$ cat config.mk
export PLATFORM = sky130hd
export DESIGN_NAME = sparse_polynomial_add_core
export DESIGN_NICKNAME = d
export VERILOG_FILES = /design/src/rtl/spa_pkg.sv /design/src/rtl/spa_front.sv /design/src/rtl/spa_queue.sv /design/src/rtl/spa_back.sv /design/src/rtl/sparse_polynomial_add_core.sv
export VERILOG_INCLUDE_DIRS = /design/src /design/src/rtl
export SDC_FILE = /design/constraint.sdc
export NUM_CORES = 2
export LEC_CHECK = 0
export BUFFER_PORTS_ARGS = -buffer_cell sky130_fd_sc_hd__clkbuf_2
export CAP_MARGIN = 30
export CORE_ASPECT_RATIO = 1.75
export CORE_MARGIN = 2
export CORE_UTILIZATION = 30
export CTS_CLUSTER_SIZE = 12
export DETAILED_ROUTE_END_ITERATION = 10
export GPL_ROUTABILITY_DRIVEN = 1
export SYNTH_ARGS = -nofsm -noshare
export SYNTH_HDL_FRONTEND = slang
export SYNTH_HIERARCHICAL = 1
export SYNTH_SLANG_ARGS = --single-unit
export TNS_END_PERCENT = 30
$ cat constraint.sdc
create_clock -name clk_i -period 8.1 [get_ports clk_i]
set_input_delay 0.405 -clock clk_i [delete_from_list [all_inputs] [get_ports clk_i]]
set_output_delay 0.405 -clock clk_i [all_outputs]
set_load 0.02 [all_outputs]
$ cat src/rtl/sparse_polynomial_add_core_defines.svh
// Assertion macros for the sparse polynomial adder.
// Included by the top level; expects clk_i and rst_ni in scope.
`ifndef SPARSE_POLYNOMIAL_ADD_CORE_DEFINES_SVH
`define SPARSE_POLYNOMIAL_ADD_CORE_DEFINES_SVH

// Same-cycle implication, checked on every rising edge outside reset.
`define SPA_ASSERT_IMPL(label, ante, cons) \
  label: assert property (@(posedge clk_i) disable iff (!rst_ni) (ante) |-> (cons)) \
    else $error("sparse polynomial adder: check failed");

// Next-cycle implication, checked on every rising edge outside reset.
`define SPA_ASSERT_NEXT(label, ante, cons) \
  label: assert property (@(posedge clk_i) disable iff (!rst_ni) (ante) |=> (cons)) \
    else $error("sparse polynomial adder: check failed");

`endif

$ cat src/rtl/spa_pkg.sv
// Shared constants and types of the sparse polynomial adder.
// Used by the front end, the command queue, the merge engine and the top level.
package spa_pkg;

  localparam int MAX_TERMS   = 32;
  localparam int STORE_DEPTH = 32;
  localparam int ADDR_W      = $clog2(STORE_DEPTH);
  localparam int CNT_W       = $clog2(STORE_DEPTH + 1);
  localparam int COEF_W      = 16;
  localparam int EXP_W       = 16;
  localparam int SUM_W       = COEF_W + 1;
  localparam int ENTRY_W     = COEF_W + EXP_W;
  localparam int IN_DATA_W   = 32;
  localparam int IN_USER_W   = 2;
  localparam int OUT_DATA_W  = 40;
  localparam int OUT_USER_W  = 2;
  localparam int QUEUE_DEPTH = 2;
  localparam int QUEUE_AW    = $clog2(QUEUE_DEPTH);

  // One command from the front end to the merge engine.
  typedef struct packed {
    logic                     wr;
    logic                     which;
    logic [ADDR_W-1:0]        addr;
    logic [COEF_W-1:0]        coef;
    logic [EXP_W-1:0]         expo;
    logic                     merge;
    logic [CNT_W-1:0]         cnt_first;
    logic [CNT_W-1:0]         cnt_second;
    logic                     dropped;
  } spa_cmd_t;

  // Status of the merge engine as seen by the front end.
  typedef struct packed {
    logic busy;
    logic done;
  } spa_status_t;

endpackage

$ cat src/rtl/spa_front.sv
// Input front end: filters and classifies incoming terms, tracks fill counts.
// Depends on spa_pkg; feeds commands into spa_queue.
module spa_front (
  input  logic                           clk_i,
  input  logic                           rst_ni,
  input  logic                           s_axis_tvalid,
  output logic                           s_axis_tready,
  input  logic [spa_pkg::IN_DATA_W-1:0]  s_axis_tdata,
  input  logic [spa_pkg::IN_USER_W-1:0]  s_axis_tuser,
  input  logic                           s_axis_tlast,
  input  logic                           queue_full_i,
  output logic                           push_o,
  output spa_pkg::spa_cmd_t              cmd_o,
  input  spa_pkg::spa_status_t           status_i
);
  import spa_pkg::*;

  logic [CNT_W-1:0] cnt1_q, cnt1_d, cnt2_q, cnt2_d;
  logic             closed1_q, closed1_d, closed2_q, closed2_d;
  logic             dropped_q, dropped_d;
  logic             wait_q, wait_d;

  logic             sel, no_term, accept, sel_closed, has_term, room;
  logic             do_wr, do_drop, do_close, do_merge;
  logic [CNT_W-1:0] sel_cnt, c1_new, c2_new;
  logic             cl1_new, cl2_new, drop_new;

  assign s_axis_tready = !wait_q && !queue_full_i;

  always_comb begin
    sel        = s_axis_tuser[0];
    no_term    = s_axis_tuser[1];
    accept     = s_axis_tvalid && s_axis_tready;
    sel_closed = sel ? closed2_q : closed1_q;
    sel_cnt    = sel ? cnt2_q : cnt1_q;
    has_term   = !no_term && (s_axis_tdata[COEF_W-1:0] != '0);
    room       = sel_cnt < CNT_W'(MAX_TERMS);
    do_wr      = has_term && room && !sel_closed;
    do_drop    = has_term && !room && !sel_closed;
    do_close   = s_axis_tlast && !sel_closed;
    c1_new     = cnt1_q + CNT_W'(do_wr && !sel);
    c2_new     = cnt2_q + CNT_W'(do_wr && sel);
    cl1_new    = closed1_q || (do_close && !sel);
    cl2_new    = closed2_q || (do_close && sel);
    drop_new   = dropped_q || do_drop;
    do_merge   = cl1_new && cl2_new;

    cmd_o.wr         = do_wr;
    cmd_o.which      = sel;
    cmd_o.addr       = sel_cnt[ADDR_W-1:0];
    cmd_o.coef       = s_axis_tdata[COEF_W-1:0];
    cmd_o.expo       = s_axis_tdata[COEF_W +: EXP_W];
    cmd_o.merge      = do_merge;
    cmd_o.cnt_first  = c1_new;
    cmd_o.cnt_second = c2_new;
    cmd_o.dropped    = drop_new;
    push_o           = accept && (do_wr || do_merge);

    cnt1_d    = cnt1_q;
    cnt2_d    = cnt2_q;
    closed1_d = closed1_q;
    closed2_d = closed2_q;
    dropped_d = dropped_q;
    wait_d    = wait_q && !status_i.done;
    if (accept) begin
      if (do_merge) begin
        // The command carries the fill state; start clean for the next pair.
        cnt1_d    = '0;
        cnt2_d    = '0;
        closed1_d = 1'b0;
        closed2_d = 1'b0;
        dropped_d = 1'b0;
        wait_d    = 1'b1;
      end else begin
        cnt1_d    = c1_new;
        cnt2_d    = c2_new;
        closed1_d = cl1_new;
        closed2_d = cl2_new;
        dropped_d = drop_new;
      end
    end
  end

  always_ff @(posedge clk_i or negedge rst_ni) begin
    if (!rst_ni) begin
      cnt1_q    <= '0;
      cnt2_q    <= '0;
      closed1_q <= 1'b0;
      closed2_q <= 1'b0;
      dropped_q <= 1'b0;
      wait_q    <= 1'b0;
    end else begin
      cnt1_q    <= cnt1_d;
      cnt2_q    <= cnt2_d;
      closed1_q <= closed1_d;
      closed2_q <= closed2_d;
      dropped_q <= dropped_d;
      wait_q    <= wait_d;
    end
  end

endmodule

$ cat src/rtl/spa_queue.sv
// Short command queue between the front end and the merge engine.
// Depends on spa_pkg for the command type and depth.
module spa_queue (
  input  logic              clk_i,
  input  logic              rst_ni,
  input  logic              push_i,
  input  spa_pkg::spa_cmd_t cmd_i,
  output logic              full_o,
  input  logic              pop_i,
  output spa_pkg::spa_cmd_t cmd_o,
  output logic              empty_o
);
  import spa_pkg::*;

  spa_cmd_t              entries [QUEUE_DEPTH];
  logic [QUEUE_AW-1:0]   wr_ptr_q, wr_ptr_d, rd_ptr_q, rd_ptr_d;
  logic [QUEUE_AW:0]     fill_q, fill_d;
  logic                  do_push, do_pop;

  always_comb begin
    full_o   = fill_q == (QUEUE_AW+1)'(QUEUE_DEPTH);
    empty_o  = fill_q == '0;
    do_push  = push_i && !full_o;
    do_pop   = pop_i && !empty_o;
    cmd_o    = entries[rd_ptr_q];
    wr_ptr_d = wr_ptr_q;
    rd_ptr_d = rd_ptr_q;
    if (do_push) begin
      wr_ptr_d = (wr_ptr_q == QUEUE_AW'(QUEUE_DEPTH - 1)) ? '0 : wr_ptr_q + 1'b1;
    end
    if (do_pop) begin
      rd_ptr_d = (rd_ptr_q == QUEUE_AW'(QUEUE_DEPTH - 1)) ? '0 : rd_ptr_q + 1'b1;
    end
    fill_d = fill_q + (QUEUE_AW+1)'(do_push) - (QUEUE_AW+1)'(do_pop);
  end

  always_ff @(posedge clk_i) begin
    if (do_push) begin
      entries[wr_ptr_q] <= cmd_i;
    end
  end

  always_ff @(posedge clk_i or negedge rst_ni) begin
    if (!rst_ni) begin
      wr_ptr_q <= '0;
      rd_ptr_q <= '0;
      fill_q   <= '0;
    end else begin
      wr_ptr_q <= wr_ptr_d;
      rd_ptr_q <= rd_ptr_d;
      fill_q   <= fill_d;
    end
  end

endmodule

$ cat src/rtl/spa_back.sv
// Merge engine: owns the two term stores, walks them and drives the result register.
// Depends on spa_pkg; takes commands from spa_queue.
module spa_back (
  input  logic                           clk_i,
  input  logic                           rst_ni,
  input  logic                           queue_empty_i,
  input  spa_pkg::spa_cmd_t              cmd_i,
  output logic                           pop_o,
  output spa_pkg::spa_status_t           status_o,
  output logic                           m_axis_tvalid,
  input  logic                           m_axis_tready,
  output logic [spa_pkg::OUT_DATA_W-1:0] m_axis_tdata,
  output logic [spa_pkg::OUT_USER_W-1:0] m_axis_tuser,
  output logic                           m_axis_tlast
);
  import spa_pkg::*;

  localparam logic [1:0] ST_IDLE  = 2'd0;
  localparam logic [1:0] ST_PRIME = 2'd1;
  localparam logic [1:0] ST_RUN   = 2'd2;

  logic [ENTRY_W-1:0] first_mem  [STORE_DEPTH];
  logic [ENTRY_W-1:0] second_mem [STORE_DEPTH];
  logic [ENTRY_W-1:0] a_q, b_q;

  logic [1:0]         state_q, state_d;
  logic [CNT_W-1:0]   i_q, i_d, j_q, j_d, cnt1_q, cnt1_d, cnt2_q, cnt2_d;
  logic               ovf_q, ovf_d;
  logic               pend_valid_q, pend_valid_d;
  logic [SUM_W-1:0]   pend_coef_q, pend_coef_d;
  logic [EXP_W-1:0]   pend_exp_q, pend_exp_d;
  logic               out_valid_q, out_valid_d, out_term_q, out_term_d;
  logic               out_last_q, out_last_d, out_ovf_q, out_ovf_d;
  logic [SUM_W-1:0]   out_coef_q, out_coef_d;
  logic [EXP_W-1:0]   out_exp_q, out_exp_d;

  logic               have_a, have_b, take_a, take_b, walk_done, gen, need_out, step;
  logic               out_free, out_load;
  logic [EXP_W-1:0]   ea, eb, cand_exp;
  logic [SUM_W-1:0]   ca, cb, sum, cand_coef;

  always_comb begin
    ca        = {a_q[ENTRY_W-1], a_q[ENTRY_W-1:EXP_W]};
    cb        = {b_q[ENTRY_W-1], b_q[ENTRY_W-1:EXP_W]};
    ea        = a_q[EXP_W-1:0];
    eb        = b_q[EXP_W-1:0];
    sum       = ca + cb;
    have_a    = i_q < cnt1_q;
    have_b    = j_q < cnt2_q;
    walk_done = !have_a && !have_b;
    take_a    = 1'b0;
    take_b    = 1'b0;
    priority if (have_a && have_b) begin
      take_a = ea > eb;
      take_b = ea < eb;
    end else if (have_a) begin
      take_a = 1'b1;
    end else begin
      take_b = 1'b1;
    end
    // Equal exponents consume both lists and emit only a nonzero sum.
    priority if (take_a) begin
      cand_coef = ca;
      cand_exp  = ea;
    end else if (take_b) begin
      cand_coef = cb;
      cand_exp  = eb;
    end else begin
      cand_coef = sum;
      cand_exp  = ea;
    end
    gen      = take_a || take_b || (sum != '0);
    out_free = !out_valid_q || m_axis_tready;
    need_out = gen && pend_valid_q;
    step     = !need_out || out_free;

    pop_o         = (state_q == ST_IDLE) && !queue_empty_i;
    status_o.busy = state_q != ST_IDLE;
    status_o.done = 1'b0;

    state_d      = state_q;
    i_d          = i_q;
    j_d          = j_q;
    cnt1_d       = cnt1_q;
    cnt2_d       = cnt2_q;
    ovf_d        = ovf_q;
    pend_valid_d = pend_valid_q;
    pend_coef_d  = pend_coef_q;
    pend_exp_d   = pend_exp_q;
    out_load     = 1'b0;
    out_coef_d   = out_coef_q;
    out_exp_d    = out_exp_q;
    out_term_d   = out_term_q;
    out_last_d   = out_last_q;
    out_ovf_d    = out_ovf_q;

    unique case (state_q)
      ST_IDLE: begin
        if (pop_o && cmd_i.merge) begin
          cnt1_d  = cmd_i.cnt_first;
          cnt2_d  = cmd_i.cnt_second;
          ovf_d   = cmd_i.dropped;
          state_d = ST_PRIME;
        end
      end
      ST_PRIME: begin
        state_d = ST_RUN;
      end
      ST_RUN: begin
        if (walk_done) begin
          if (out_free) begin
            // The held term, if any, is the final one; otherwise the sum is empty.
            out_load      = 1'b1;
            out_coef_d    = pend_valid_q ? pend_coef_q : '0;
            out_exp_d     = pend_valid_q ? pend_exp_q : '0;
            out_term_d    = pend_valid_q;
            out_last_d    = 1'b1;
            out_ovf_d     = ovf_q;
            pend_valid_d  = 1'b0;
            i_d           = '0;
            j_d           = '0;
            status_o.done = 1'b1;
            state_d       = ST_IDLE;
          end
        end else if (step) begin
          i_d = i_q + CNT_W'(!take_b);
          j_d = j_q + CNT_W'(!take_a);
          if (need_out) begin
            out_load   = 1'b1;
            out_coef_d = pend_coef_q;
            out_exp_d  = pend_exp_q;
            out_term_d = 1'b1;
            out_last_d = 1'b0;
            out_ovf_d  = ovf_q;
          end
          if (gen) begin
            pend_valid_d = 1'b1;
            pend_coef_d  = cand_coef;
            pend_exp_d   = cand_exp;
          end
        end
      end
      default: begin
        state_d = ST_IDLE;
      end
    endcase
    out_valid_d = out_load || (out_valid_q && !m_axis_tready);
  end

  // Term stores: written by load commands, read one entry per list each cycle.
  always_ff @(posedge clk_i) begin
    if (pop_o && cmd_i.wr && !cmd_i.which) begin
      first_mem[cmd_i.addr] <= {cmd_i.coef, cmd_i.expo};
    end
    if (pop_o && cmd_i.wr && cmd_i.which) begin
      second_mem[cmd_i.addr] <= {cmd_i.coef, cmd_i.expo};
    end
    a_q <= first_mem[i_d[ADDR_W-1:0]];
    b_q <= second_mem[j_d[ADDR_W-1:0]];
  end

  always_ff @(posedge clk_i) begin
    pend_coef_q <= pend_coef_d;
    pend_exp_q  <= pend_exp_d;
    if (out_load) begin
      out_coef_q <= out_coef_d;
      out_exp_q  <= out_exp_d;
      out_term_q <= out_term_d;
      out_last_q <= out_last_d;
      out_ovf_q  <= out_ovf_d;
    end
  end

  always_ff @(posedge clk_i or negedge rst_ni) begin
    if (!rst_ni) begin
      state_q      <= ST_IDLE;
      i_q          <= '0;
      j_q          <= '0;
      cnt1_q       <= '0;
      cnt2_q       <= '0;
      ovf_q        <= 1'b0;
      pend_valid_q <= 1'b0;
      out_valid_q  <= 1'b0;
    end else begin
      state_q      <= state_d;
      i_q          <= i_d;
      j_q          <= j_d;
      cnt1_q       <= cnt1_d;
      cnt2_q       <= cnt2_d;
      ovf_q        <= ovf_d;
      pend_valid_q <= pend_valid_d;
      out_valid_q  <= out_valid_d;
    end
  end

  assign m_axis_tvalid = out_valid_q;
  assign m_axis_tdata  = {(OUT_DATA_W - SUM_W - EXP_W)'(0), out_exp_q, out_coef_q};
  assign m_axis_tuser  = {out_ovf_q, out_term_q};
  assign m_axis_tlast  = out_last_q;

endmodule

$ cat src/rtl/sparse_polynomial_add_core.sv
// Sparse polynomial adder, top level: terms of two polynomials stream in on the
// slave side, the merged sum streams out on the master side. Each input transaction
// carries one (coefficient, exponent) term, tagged for the first or second polynomial,
// and may close that polynomial's list; each list holds up to 32 nonzero terms in
// descending exponent order, further terms are dropped and reported through the
// overflow flag, zero coefficients are ignored, and transactions for a closed list are
// ignored. Once both lists are closed the merge engine walks the two term stores,
// summing equal exponents and skipping zero sums, and emits the sum terms in
// descending order with tlast on the final one; an empty sum comes out as a single
// transaction with term_valid low. Loading takes one transaction per cycle. When the
// merge command of the closing transaction reaches the engine, the engine passes through
// a prime state into the run state and walks the lists step by step, where a step
// consumes the head term of one list, or of both lists when their exponents match, and
// waits while a held term must go out and the output register is still occupied; each
// term store is read through a single registered read port. The slave side stays ready
// while terms are loading (a two-entry command queue absorbs short stalls of the merge
// engine) and holds off from the closing transaction until the last result
// transaction of the sum has been registered at the output.
// Depends on spa_pkg, spa_front, spa_queue, spa_back and the assertion macro header.
`include "sparse_polynomial_add_core_defines.svh"

module sparse_polynomial_add_core (
  input  logic                           clk_i,
  input  logic                           rst_ni,
  // Input terms. tdata: term_coef [15:0], term_exponent [31:16].
  input  logic                           s_axis_tvalid,
  output logic                           s_axis_tready,
  input  logic [spa_pkg::IN_DATA_W-1:0]  s_axis_tdata,
  // tuser: which_poly [0], no_term [1].
  input  logic [spa_pkg::IN_USER_W-1:0]  s_axis_tuser,
  // tlast: last_term.
  input  logic                           s_axis_tlast,
  // Result terms. tdata: sum_coef [16:0], sum_exponent [32:17], zero fill [39:33].
  output logic                           m_axis_tvalid,
  input  logic                           m_axis_tready,
  output logic [spa_pkg::OUT_DATA_W-1:0] m_axis_tdata,
  // tuser: term_valid [0], overflow [1].
  output logic [spa_pkg::OUT_USER_W-1:0] m_axis_tuser,
  // tlast: last_result.
  output logic                           m_axis_tlast
);
  import spa_pkg::*;

  spa_cmd_t    push_cmd, head_cmd;
  spa_status_t status;
  logic        push, pop, queue_full, queue_empty;

  // Front end: classifies each transaction and keeps the per-list fill state.
  spa_front u_front (
    .clk_i         (clk_i),
    .rst_ni        (rst_ni),
    .s_axis_tvalid (s_axis_tvalid),
    .s_axis_tready (s_axis_tready),
    .s_axis_tdata  (s_axis_tdata),
    .s_axis_tuser  (s_axis_tuser),
    .s_axis_tlast  (s_axis_tlast),
    .queue_full_i  (queue_full),
    .push_o        (push),
    .cmd_o         (push_cmd),
    .status_i      (status)
  );

  // Store and merge commands wait here until the engine is free.
  spa_queue u_queue (
    .clk_i   (clk_i),
    .rst_ni  (rst_ni),
    .push_i  (push),
    .cmd_i   (push_cmd),
    .full_o  (queue_full),
    .pop_i   (pop),
    .cmd_o   (head_cmd),
    .empty_o (queue_empty)
  );

  // Merge engine with the term stores and the output register.
  spa_back u_back (
    .clk_i         (clk_i),
    .rst_ni        (rst_ni),
    .queue_empty_i (queue_empty),
    .cmd_i         (head_cmd),
    .pop_o         (pop),
    .status_o      (status),
    .m_axis_tvalid (m_axis_tvalid),
    .m_axis_tready (m_axis_tready),
    .m_axis_tdata  (m_axis_tdata),
    .m_axis_tuser  (m_axis_tuser),
    .m_axis_tlast  (m_axis_tlast)
  );

  // An empty-sum transaction is always the final one.
  `SPA_ASSERT_IMPL(a_empty_is_last, m_axis_tvalid && !m_axis_tuser[0], m_axis_tlast)
  // A result term never carries a zero coefficient.
  `SPA_ASSERT_IMPL(a_term_nonzero, m_axis_tvalid && m_axis_tuser[0], m_axis_tdata[SUM_W-1:0] != '0)
  // While merging, no further command may sit in the queue.
  `SPA_ASSERT_IMPL(a_merge_queue_empty, status.busy, queue_empty)
  // After the final result is registered the engine is idle.
  `SPA_ASSERT_NEXT(a_done_idle, status.done, !status.busy && m_axis_tvalid && m_axis_tlast)

endmodule

Word-level counts from Yosys, hierarchy flattened
Memory sizes are Yosys's and may differ from the RTL's. A register that Yosys moved wholly into a read port is not among the register bits.
Cells that the tools add are included.
{"block": "classes", "eq_ne": 7, "n_reduce_logical": 64, "add_sub_neg": 9, "muxes": 70, "bitwise": 1, "n_lt_le_gt_ge": 5}
{"operator": "$mux W17", "n": 7}
{"operator": "$mux W16", "n": 7}
{"operator": "$mux W6", "n": 9}
{"operator": "$mux W1", "n": 41}
{"operator": "$logic_and A1 B1 Y1", "n": 26}
{"operator": "$add A6 B1 Y6", "n": 4}
{"operator": "$add A16 B16 Y17", "n": 1}
{"operator": "$reduce_bool A17 Y1", "n": 1}
{"operator": "$gt A16 B16 Y1", "n": 1}
{"operator": "$logic_not A1 Y1", "n": 16}
{"operator": "$lt A16 B16 Y1", "n": 1}
{"operator": "$reduce_bool A16 Y1", "n": 1}
{"operator": "$lt A6 B6 Y1", "n": 2}
{"operator": "$mux W5", "n": 2}
{"operator": "$logic_or A1 B1 Y1", "n": 9}
{"operator": "$reduce_and A4 Y1", "n": 2}
{"operator": "$lt A6 B6 Y1 const B", "n": 1}
{"operator": "$mux W2", "n": 3}
{"operator": "$pmux W2 S3", "n": 1}
{"operator": "$reduce_and A3 Y1", "n": 2}
{"operator": "$reduce_bool A2 Y1", "n": 3}
{"operator": "$reduce_and A5 Y1", "n": 1}
{"operator": "$eq A2 B2 Y1 const B", "n": 2}
{"operator": "$logic_not A2 Y1", "n": 2}
{"operator": "8 further kinds", "n": 11}
{"block": "totals", "ff_bits": 118, "input_bits": 39, "n_memories": 3, "wordCells": 185, "mem_bits_rw": 2154, "out_inout_bits": 45}
{"name": "u_back.first_mem", "words": 32, "word_bits": 32, "read_ports": 1, "rd_clocked_by_memory_dff": 1, "wr": 1, "line_no": "spa_back.sv:22", "rtl": "logic [ENTRY_W-1:0] first_mem [STORE_DEPTH];"}
{"name": "u_back.second_mem", "words": 32, "word_bits": 32, "read_ports": 1, "rd_clocked_by_memory_dff": 1, "wr": 1, "line_no": "spa_back.sv:23", "rtl": "logic [ENTRY_W-1:0] second_mem [STORE_DEPTH];"}
{"name": "u_queue.entries", "words": 2, "word_bits": 53, "read_ports": 1, "rd_clocked_by_memory_dff": 0, "wr": 1, "line_no": "spa_queue.sv:15", "rtl": "spa_cmd_t entries [QUEUE_DEPTH];"}

Logic depth before layout (Yosys ltp)
{"block": "depth", "word_depth": 12, "ltp_mapped": 23, "mapped_depth_nobuf": 21}

Modules after synthesis
The synthesis kept the hierarchy.
{"mod": "spa_back", "seq_area_each_um2": 65577.9, "cells_each": 5185, "area_per_inst_um2": 87737.9, "instances": 1}
{"mod": "spa_queue", "seq_area_each_um2": 3283.1, "cells_each": 183, "area_per_inst_um2": 4272.8, "instances": 1}
{"mod": "spa_front", "seq_area_each_um2": 400.4, "cells_each": 146, "area_per_inst_um2": 1295.0, "instances": 1}

Worst setup path before layout
OpenSTA, ideal clock, no wires.
{"block": "synth_timing", "kind": "reg-to-reg", "startpoint": "register u_back.b_q[14] (read register of u_back.second_mem)", "endpoint": "register u_back.b_q[10] (read register of u_back.second_mem)", "required_ps": 8008, "path_stages_with_launch": 22, "arrival_time_ps": 4303, "path_buffers": 5, "period_less_slack_ps": 4395, "slack_ps": 3705, "setup_time_ps": 92, "cell_sequence": "dfxtp_1 > inv_1 > ha_1 > nand4_1 > nor4_1 > o21ai_0 > nand4_1 > a21oi_1 > nor2_1 > clkbuf_1 > inv_1 > ha_1 > ha_1 > a21oi_1 > a211o_1 > buf_2 > buf_2 > buf_2 > buf_2 > mux2i_1 > o22ai_1 > nor4_1"}
{"block": "synth_between", "elab_chain_cells": 10, "word_cells_on_any_way": 14, "classes_between": "1 x add/sub; 2 x order compare; 5 x mux; 6 x reduce/logical"}
{"item": "start: declaration", "line_no": "spa_back.sv:24", "rtl": "logic [ENTRY_W-1:0] a_q, b_q;"}
{"item": "parallel branches: the longest is 7 deep, another holds $gt A16 B16 Y1"}
{"item": "$mux W6 (*)", "line_no": "spa_back.sv:125", "rtl": "end else if (step) begin"}
{"item": "$mux W6 (*)", "line_no": "spa_back.sv:110", "rtl": "if (walk_done) begin"}
{"item": "$mux W5 (*)", "line_no": "spa_back.sv:97", "rtl": "unique case (state_q)"}
Mark *: on every way between the ends. The select of a mux whose other input is x is not followed.
A chain may end at the register's enable or synchronous reset.

Final worst setup path
{"block": "layout_timing", "startpoint": "register u_back.a_q[2] (read register of u_back.first_mem)", "endpoint": "register u_back.a_q[21] (read register of u_back.first_mem)"}
{"block": "layout_between", "elab_chain_cells": 10, "word_cells_on_any_way": 14, "classes_between": "1 x add/sub; 2 x order compare; 5 x mux; 6 x reduce/logical"}
{"item": "start: declaration", "line_no": "spa_back.sv:24"}
{"item": "parallel branches: the longest is 7 deep, another holds $lt A16 B16 Y1"}
{"item": "$mux W6 (*)", "line_no": "spa_back.sv:125"}
{"item": "$mux W6 (*)", "line_no": "spa_back.sv:110"}
{"item": "$mux W5 (*)", "line_no": "spa_back.sv:97"}
Marked as above.

==> qor.txt <==
Initial antenna violation count -> 22
DR DRC count -> 0
Netlist cell types -> 79
Core ar. -> 309,000 µm²
Clk buf depth -> 4
Avg WL per Cell -> 27.7 µm
Placer Congestion -> 0.929
Slew Limit Fails -> 0
Num rows -> 270
H-tree depth -> 4
Clk_skew -> 76.0 ps
Commonest cells after routing, fill and taps aside -> edfxtp_1, mux2i_1, nand2_1
CTS tree -> done
Leak pwr -> 34.6 nW
Setup Fix Bufs, Post-CTS -> 0
Worst-Margin Slew -> 1200 ps
Outcome -> completed
Slew HR -> 20.0%
Port buffer count -> 76
Worst Path Max Fanout -> 39
Vias post-DR -> 51,092
Placed Area -> 99,000 µm²
Critical path class -> reg -> reg
CTS sink count -> 2,336
Post-synth top area cell -> edfxtp_1
Die Footprint -> 316,000 µm²
Cell area after layout -> 106,000 µm²
Vias per cell -> 5.14
Maximum VDD drop -> 478 µV
Final ANT Viol Nets -> 0
Clock-pin slew on the worst setup and hold paths -> 60 ps
Post-Syn Area per Cell -> 16.9 µm²
First-pass GRT wire length -> 382,000 µm
Number of synthesized register bits -> 2,336
Die height -> 742 µm
Commonest non-fill, non-tap cell in the layout -> edfxtp_1
Starting Density -> 30.2%
Hold-fix buffers at CTS -> 34
Post-DP HPWL -> 161,000 µm
Startpoint types -> register
Hold Crit Class -> in -> reg
I/O pin count -> 84
Cells after synthesis -> 5,514
Critical Path End Type -> register
Setup violations, final -> 0
Hold slack final -> 76.1 ps
Fin. Hold Viols -> 0
Post-synth top area share -> 71.5%
Final TNS setup -> 0 ps
Synth Warn # -> 6
Most used DFF post-synth -> edfxtp_1
Nets -> 5,770
Final Total Pwr -> 0.0416 W
Layout cells sized above 1 -> 11.7%
Mapped cell area -> 93,300 µm²
Worst Path Required -> 8820 ps
CTS buffer count -> 228
Pin count of the biggest net entering global routing -> 99
Crit path arrival time -> 8510 ps
Number of global-route vias before repair -> 51,539
Tcrit/Tclk final -> 96.1%
RSZ-0062 raised after global routing -> false
Die width -> 426 µm
Max-cap violations -> 0
Area Overhead vs Synth -> 13.6%
End-of-flow core utilization -> 34.3%
First drt pass iteration count -> 6
Routed WL -> 275,000 µm
Clock tree root buffer cell -> clkbuf_16
Fin crit period -> 7790 ps
Dominant cells by area after synthesis -> edfxtp_1, mux2i_1, dfxtp_1, nand2_1, dfrtp_1
Power Density -> 392 nW/µm²
Post-synth EDFFs -> 2,223
Initial DRC Count -> 4,937
Remaining Overflow, GRT -> 0
Fmax -> 0.128 GHz
Fraction of registers with async set/reset -> 2.10%
Seq/Total Area, Yosys -> 74.2%
Tot GR Track Use -> 16.9%
Post_cts resized -> 0
Clock latency at the later pin of the worst-skew pair -> 900 ps
[cell usage after synthesis (4+ instances only)]
cell type and n:
edfxtp_1 2223, mux2i_1 1090, nand2_1 331, clkbuf_1 156, a21oi_1 132, a22oi_1 129
nand3_1 104, buf_4 99, o22ai_1 96, a32oi_1 95, nor2_1 95, inv_1 78
nor4_1 72, a311oi_1 65, dfxtp_1 64, buf_2 57, o21ai_0 56, ha_1 52
dfrtp_1 49, mux2_4 49, nor2b_1 45, a31oi_1 40, nand3b_1 39, a211oi_1 37
buf_6 35, a2111oi_0 33, a21o_1 14, mux2_2 14, and3_1 13, o211ai_1 13
xnor2_1 13, nand2b_1 10, xor2_1 10, buf_1 8, nor3_1 8, nand4_1 6
or3_1 6, and2_1 5, buf_12 5, a22o_1 4, o21ai_1 4, or2_2 4
[power by group]
group          total [W]  switching, W  internal [W]
registers         0.0156      0.000533        0.0150
clock network    0.00973       0.00435       0.00538
logic             0.0163        0.0112       0.00504
[flip-flops by register name (all words and copies together), names as in the netlist, 16 cells and up]
name	count
u_back/a_q	32
u_back/out_coef_q	17
u_back/pend_exp_q	16
u_back/out_exp_q	16
u_back/pend_coef_q	17
u_back/second_mem	1024
u_queue/entries	106
u_back/first_mem	1024
u_back/b_q	32
[path summary, 6_finish.rpt]
check,from,to,slack (ps),depth (start not counted)
setup / recovery,u_back/a_q[2]$_DFF_P_,u_back/a_q[21]$_DFF_P_,310,18
hold / removal,s_axis_tuser[1],u_queue/entries[1][52]$_DFFE_PP_,80,3
setup reg to reg,u_back/a_q[2]$_DFF_P_,u_back/a_q[21]$_DFF_P_,310,18
hold reg to reg,u_back/ovf_q$_DFFE_PN0P_,u_back/out_ovf_q$_DFFE_PP_,400,0
max in group asynchronous,rst_ni,u_back/cnt2_q[3]$_DFFE_PN0P_,7360,3
min in group asynchronous,rst_ni,u_queue/rd_ptr_q$_DFFE_PN0P_,220,3
[cell type report]
cell class	count	area [µm²]
clock inverter	17	178
clock buffer	374	6380
antenna	12	30.0
multi-input combinational	2740	22300
timing repair buffer	292	2440
fill	29019	203000
sequential	2336	69300
inverter	80	308
tap	4080	5100
[through the flow]
stage | cells | setup WS [ps]
final | 9931 | 315
after global placement | 9462 | -218
after detailed placement | 9492 | 534
after global routing | 9920 | 260
after CTS | 9917 | 494
after floorplan | 5520 | 3700
[critical path, stage by stage (launching register included)]
cell,delay (ps)
dfxtp_1,610
ha_1,330
nand2_1,90
a21oi_1,50
o21ai_0,210
nand4_1,490
o21bai_2,870
inv_1,690
ha_1,430
ha_1,300
a21oi_1,100
a211oi_4,850
buf_12,350
buf_4,320
buf_4,350
mux2i_1,240
a22oi_1,100
a21oi_1,960
nor4_1,110
[per-layer routing]
metal / global-route usage (%) / up-vias / part of all wire [%]
li1: - / 22041 / -
met1: 18.3 / 26507 / 35
met2: 30.1 / 1931 / 52
met3: 2.16 / 609 / 5.4
met4: 12.5 / 4 / 8.3
met5: 0 / - / 0.0098
[logic make-up after synthesis]
kind of cell	count (synthesis)	share of synthesized area (%)
and+or+nand+nor	752	3.83
other	1	0.00402
buffers and inverters	444	2.65
muxes	1153	12.7
xor gates and xnor gates	23	0.216
adders and majority gates	53	0.719
AOI/OAI and AO/OA	752	5.69
DFF	2336	74.2
No activity file was read; power rests on OpenSTA's default activity.
